### config.mk
export PLATFORM = sky130hd
export DESIGN_NAME = teq_cell
export DESIGN_NICKNAME = d
export VERILOG_FILES = /design/src/rtl/teq_pkg.sv /design/src/rtl/teq_cell.sv
export SDC_FILE = /design/constraint.sdc
export NUM_CORES = 1
export LEC_CHECK = 0
export BUFFER_PORTS_ARGS = -buffer_cell sky130_fd_sc_hd__buf_4
export CORE_AREA = 2 2 216 218
export DETAILED_ROUTE_END_ITERATION = 10
export DIE_AREA = 0 0 218 220
export MAX_ROUTING_LAYER = met4
export SYNTH_ARGS = -nofsm -noshare
export SYNTH_HDL_FRONTEND = slang
export SYNTH_SLANG_ARGS = --single-unit
### constraint.sdc
create_clock -name aclk -period 3.9 [get_ports aclk]
set_input_delay 0.78 -clock aclk [delete_from_list [all_inputs] [get_ports aclk]]
set_output_delay 0.78 -clock aclk [all_outputs]
set_load 0.1 [all_outputs]
### src/rtl/teq_pkg.sv
// types and constants shared by the timed event queue core and its cells
package teq_pkg;

    localparam int TIME_W      = 63;
    localparam int ID_W        = 32;
    localparam int DELTA_W     = 32;
    localparam int OP_W        = 2;
    localparam int KIND_W      = 3;
    localparam int ERR_W       = 2;
    localparam int MAX_RESULTS = 16;
    localparam int CNT_W       = $clog2(MAX_RESULTS);

    localparam logic [OP_W-1:0] OP_SCHED  = 2'd0;
    localparam logic [OP_W-1:0] OP_CANCEL = 2'd1;
    localparam logic [OP_W-1:0] OP_QUERY  = 2'd2;
    localparam logic [OP_W-1:0] OP_ADV    = 2'd3;

    localparam logic [KIND_W-1:0] KIND_SCHED  = 3'd0;
    localparam logic [KIND_W-1:0] KIND_CANCEL = 3'd1;
    localparam logic [KIND_W-1:0] KIND_QUERY  = 3'd2;
    localparam logic [KIND_W-1:0] KIND_FIRE   = 3'd3;
    localparam logic [KIND_W-1:0] KIND_NONE   = 3'd4;

    localparam logic [ERR_W-1:0] ERR_NONE    = 2'd0;
    localparam logic [ERR_W-1:0] ERR_FULL    = 2'd1;
    localparam logic [ERR_W-1:0] ERR_MISSING = 2'd2;

    typedef logic [TIME_W-1:0] time_val_t;
    typedef logic [ID_W-1:0]   id_val_t;

    typedef struct packed {
        logic      valid;
        time_val_t due_time;
        id_val_t   task_id;
    } cell_data_t;

    typedef struct packed {
        logic ins_en;
        logic rm_en;
        logic pop_en;
    } cell_ctl_t;

    typedef struct packed {
        logic lt;
        logic le;
        logic eq;
        logic due;
    } cell_flag_t;

endpackage

### src/rtl/teq_cell.sv
// one slot of the sorted task chain: compares against the key and shifts with its neighbors
module teq_cell (
    input  logic                  aclk,
    input  logic                  aresetn,
    input  teq_pkg::cell_ctl_t    ctl,
    input  teq_pkg::time_val_t    key_time,
    input  teq_pkg::id_val_t      key_id,
    input  teq_pkg::time_val_t    now_time,
    input  teq_pkg::cell_data_t   prev_data,
    input  logic                  prev_lt,
    input  teq_pkg::cell_data_t   next_data,
    output teq_pkg::cell_data_t   cur_data,
    output teq_pkg::cell_data_t   nxt_data,
    output teq_pkg::cell_flag_t   flag
);
    import teq_pkg::*;

    logic      valid_reg;
    time_val_t time_reg;
    id_val_t   id_reg;

    logic [TIME_W+ID_W-1:0] key_pair;
    logic [TIME_W+ID_W-1:0] cell_pair;

    assign key_pair  = {key_time, key_id};
    assign cell_pair = {time_reg, id_reg};

    assign cur_data.valid    = valid_reg;
    assign cur_data.due_time = time_reg;
    assign cur_data.task_id  = id_reg;

    assign flag.lt  = !valid_reg || (key_pair < cell_pair);
    assign flag.le  = !valid_reg || (key_pair <= cell_pair);
    assign flag.eq  = valid_reg && (key_pair == cell_pair);
    assign flag.due = valid_reg && (time_reg <= now_time);

    always_comb begin
        priority if (ctl.ins_en && flag.lt) begin
            if (prev_lt) begin
                nxt_data = prev_data;
            end else begin
                nxt_data.valid    = 1'b1;
                nxt_data.due_time = key_time;
                nxt_data.task_id  = key_id;
            end
        end else if ((ctl.rm_en && flag.le) || ctl.pop_en) begin
            nxt_data = next_data;
        end else begin
            nxt_data = cur_data;
        end
    end

    always_ff @(posedge aclk) begin
        if (!aresetn) begin
            valid_reg <= 1'b0;
        end else begin
            valid_reg <= nxt_data.valid;
        end
    end

    always_ff @(posedge aclk) begin
        time_reg <= nxt_data.due_time;
        id_reg   <= nxt_data.task_id;
    end

endmodule

# After elaboration in Yosys (flattened, before gate mapping)
# Index checks and enable logic that the tools add are counted.
# totals
in_bits	356
ff_bits	96
output_inout_bits	196
# classes
eq_ne	1
mux	3
n_reduce_logical	8
n_lt_le_gt_ge	3
# op_table
op	n
96-bit 2-to-1 mux	3
95-bit == test	1
95-bit <= comparator	1
95-bit < comparator	1
63-bit <= comparator	1
1-bit logical AND	4
1-bit logical OR	3
1-bit zero test	1

# Logic depth before layout (Yosys ltp)
# depth
word_depth	6
ltp_mapped	14

# Worst setup path before layout
# No wires, ideal clock.
# synth_path
path_kind	register to output
from	reg id_reg[4]
to	out nxt_data[45] (netlist bit)
arrival_ns	4.990
path_stages_with_launch	15
n_path_buf	3
path_slack_ns	-1.870
cell_sequence	dfxtp_1 > inv_1 > ha_1 > a211oi_2 > nor2_1 > o31a_1 > o41a_1 > o311ai_4 > a31oi_4 > buf_6 > inv_4 > nand2_2 > buf_6 > buf_6 > a31oi_1
# synth_rtl
element	line_no	source
from (decl)	teq_cell.sv:20	id_val_t id_reg;
from (signal assigned)	teq_cell.sv:63	id_reg <= nxt_data.task_id;
to (decl)	teq_cell.sv:13	output teq_pkg::cell_data_t nxt_data,

==> metrics.txt <==
total nets after synthesis about 1800; count of cell types in the netlist 57; setup violation total in the final timing report 99; detailed-router iteration count before antenna repair 5; top post-synthesis cells by count 165 x sky130_fd_sc_hd__inv_1, 158 x sky130_fd_sc_hd__ha_1, 117 x sky130_fd_sc_hd__o21ai_0, 111 x sky130_fd_sc_hd__nand3_1, 98 x sky130_fd_sc_hd__a31oi_1; die boundary width about 220 um; Post-synth EDFFs 0; H-Tree Depth 3; Post-CTS Hold Buffers 0; post-synthesis cell type with the largest combined area sky130_fd_sc_hd__ha_1; share of layout cells above drive strength 1 0.671; Synth area leaders sky130_fd_sc_hd__ha_1 20%, sky130_fd_sc_hd__dfxtp_1 20%, sky130_fd_sc_hd__a2111oi_0 8.0%; setup ws final -0.705 ns; starting utilization of the core area 0.210; category of the worst setup path launch point input port; cell with the most instances after synthesis sky130_fd_sc_hd__inv_1; Synth Area in Simple Gates 0.186; WL/cell ~25 um; final standard cell utilization of the core 0.533; Root Driver sky130_fd_sc_hd__clkbuf_16; dominant combinational cell family by area after synthesis compound AO/OA/AOI/OAI gates; fraction of synthesized area in multiplexers 0; top flip-flop cell by instance count after synthesis sky130_fd_sc_hd__dfxtp_1; number of antenna violations at the first check in global routing 2; unrepaired setup endpoints after global routing true; Setup TNS -59.73 ns; # clock sinks 96; clk_lat worst skew just under 0.4 ns; DR vias/cell approximately 5.3; die extent in y ~220 um; number of buffers inserted during clock tree synthesis 9; Iteration-0 DRC Markers between 800 and 900; Slew @ Worst Pin between 1 and 1.5 ns; worst ir drop on vdd roughly 0.36 mV; kind of critical path input port to primary output; CTS tree built; flip-flop and latch count after synthesis 96; Final Cycle Share 1.18; sequential share of the synthesized area 0.199; peak fanout along the critical path 7; area of the mapped netlist ~9600 um2; Yosys top cell area share 0.205; maximum number of buffers from clock root to sink 2; Remaining DRCs 0; max FFs per register 63; Leakage between 10 and 15 nW; GPL Wtd Cong between 0.9 and 1; Post-Synth XOR/XNOR Area 0; count of antenna-violating nets left after detailed routing 0; area fraction in compound gates after synthesis 0.297; total overflow reported by the global router 0; Synthesis Warnings 0; layout overhead on the synthesized area 154%; failing checks negative setup slack; I/O Buffers about 550; worst slack at placement -1.43 ns; boundary pin count 552; endpoint type of the worst setup path primary output; num rows between 70 and 80; count of fill cells added during filler insertion a little under 4000; total number of vias 14400; Cells after Synth ~1300; headroom to the max-slew limit 0.296; Placeable Area between 40000 and 50000 um2; final hold slack 0.581 ns; hold violation count in the final report 0; nets@finish between 2000 and 3000; adder-cell share of the synthesized area 0.205; maximum clock frequency around 0.22 GHz; global-route wire length before repair ~90000 um; Total Die Area approximately 48000 um2; number of pins exceeding their max-slew limit in the final report 0; Mapped Avg Cell Area 7.62 um2; async set-reset flop share out of synthesis 0; number of global-route vias before repair between 10000 and 15000; flop-to-flop setup slack roughly 0.40 ns; total global routing track utilization 0.257; required time reported for the critical path endpoint roughly 3.1 ns; Clock transition at path regs approximately 0.080 ns; Max Cap Viol 0; Max Clock Skew between 0.01 and 0.015 ns; Arr. time, crit path 3.82 ns; PD cells 389 nW/um2; final period demand of the worst path approximately 4.6 ns; largest net degree at the start of global routing 82; status finished with violations; Total Wirelength 69700 um; Hold Path Class register to register; HPWL after detailed placement 45100 um
[worst paths after layout]
| path | endpoint | cells past startpoint | start |
|---|---|---|---|
| max | nxt_data[62] | 15 | key_time[48] |
| min | time_reg[62]$_DFF_P_ | 2 | time_reg[62]$_DFF_P_ |
| max reg2reg | id_reg[2]$_DFF_P_ | 18 | time_reg[26]$_DFF_P_ |
| min reg2reg | time_reg[62]$_DFF_P_ | 2 | time_reg[62]$_DFF_P_ |
[worst max-delay path: stages]
cell	delay, ns
sky130_fd_sc_hd__buf_4	0.12
sky130_fd_sc_hd__ha_1	0.33
sky130_fd_sc_hd__a21oi_2	0.19
sky130_fd_sc_hd__o21ai_2	0.11
sky130_fd_sc_hd__a2111oi_4	0.28
sky130_fd_sc_hd__a31oi_4	0.17
sky130_fd_sc_hd__nor4_4	0.33
sky130_fd_sc_hd__clkbuf_16	0.19
sky130_fd_sc_hd__buf_4	0.13
sky130_fd_sc_hd__a21o_4	0.19
sky130_fd_sc_hd__buf_12	0.18
sky130_fd_sc_hd__buf_16	0.15
sky130_fd_sc_hd__nand3_1	0.19
sky130_fd_sc_hd__a31oi_4	0.26
sky130_fd_sc_hd__buf_12	0.20
[timing repair]
action | CTS | global route
hold endpoints to repair | 0 | 0
gates cloned | 16 | 24
gates resized for setup | 451 | 459
buffers inserted | 18 | 54
pin swaps | 17 | 148
endpoints found under the setup margin | 102 | 99
[routing by layer]
| metal | wire length [um] | global-route usage | up-vias |
|---|---|---|---|
| li1 | - | - | 6461 |
| met1 | 27900 | 0.301 | 7013 |
| met2 | 33500 | 0.438 | 689 |
| met3 | 4740 | 0.0473 | 200 |
| met4 | 3420 | 0.0973 | 0 |
| met5 | 0 | - | - |
[power breakdown]
group	leakage (nW)	switching (mW)	internal (mW)	total, mW
clock network	0.162	0.504	0.572	1.08
registers	0.810	0.115	1.17	1.29
logic	9.66	4.48	2.68	7.16
total	10.6	5.10	4.42	9.52
[cells by family after synthesis]
kind of cell / Yosys count
compound gates: 428
fa+ha+maj: 158
buf+inv: 258
flops: 96
simple gates: 325
[area by class of cell]
class                           instances  area [um2]  share of cell area
Antenna cell                            2        5.00            0.000205
Tap cell                              607         759              0.0310
Inverter                              166         641              0.0262
Clock inverter                          3        47.5             0.00194
Sequential cell                        96        2030              0.0831
Timing Repair Buffer                  934        9580               0.392
Clock buffer                           13         280              0.0115
Multi-Input combinational cell        913       11100               0.454
[per-stage QoR]
stage | power (mW) | area [um2] | instances
finish | 9.52 | 24500 | 2734
global route | 9.86 | 24500 | 2734
CTS | 8.81 | 21300 | 2701
detailed placement | 7.00 | 18500 | 2651
global placement | 6.96 | 18500 | 2651
floorplan | 5.10 | 11400 | 1265
[placed cells by master (no fill, tap or decap), types with 29 or more instances in the layout]
master                      netlist  final
sky130_fd_sc_hd__a2111oi_2        1     37
sky130_fd_sc_hd__a2111oi_4        0     56
sky130_fd_sc_hd__a21o_1          30     29
sky130_fd_sc_hd__a21oi_1         49     43
sky130_fd_sc_hd__a31oi_4          1     97
sky130_fd_sc_hd__buf_12           0    135
sky130_fd_sc_hd__buf_4            3    730
sky130_fd_sc_hd__clkbuf_16        0     29
sky130_fd_sc_hd__dfxtp_2          0     73
sky130_fd_sc_hd__ha_1           158    129
sky130_fd_sc_hd__inv_1          165    161
sky130_fd_sc_hd__nand3_1        111     55
sky130_fd_sc_hd__nand3_2          0     35
sky130_fd_sc_hd__nand4_1         34     34
sky130_fd_sc_hd__nor2b_1         96     96
sky130_fd_sc_hd__o21ai_0        117     37
sky130_fd_sc_hd__o21ai_4          0     44
Note: power is estimated with default switching activity, not from simulation.
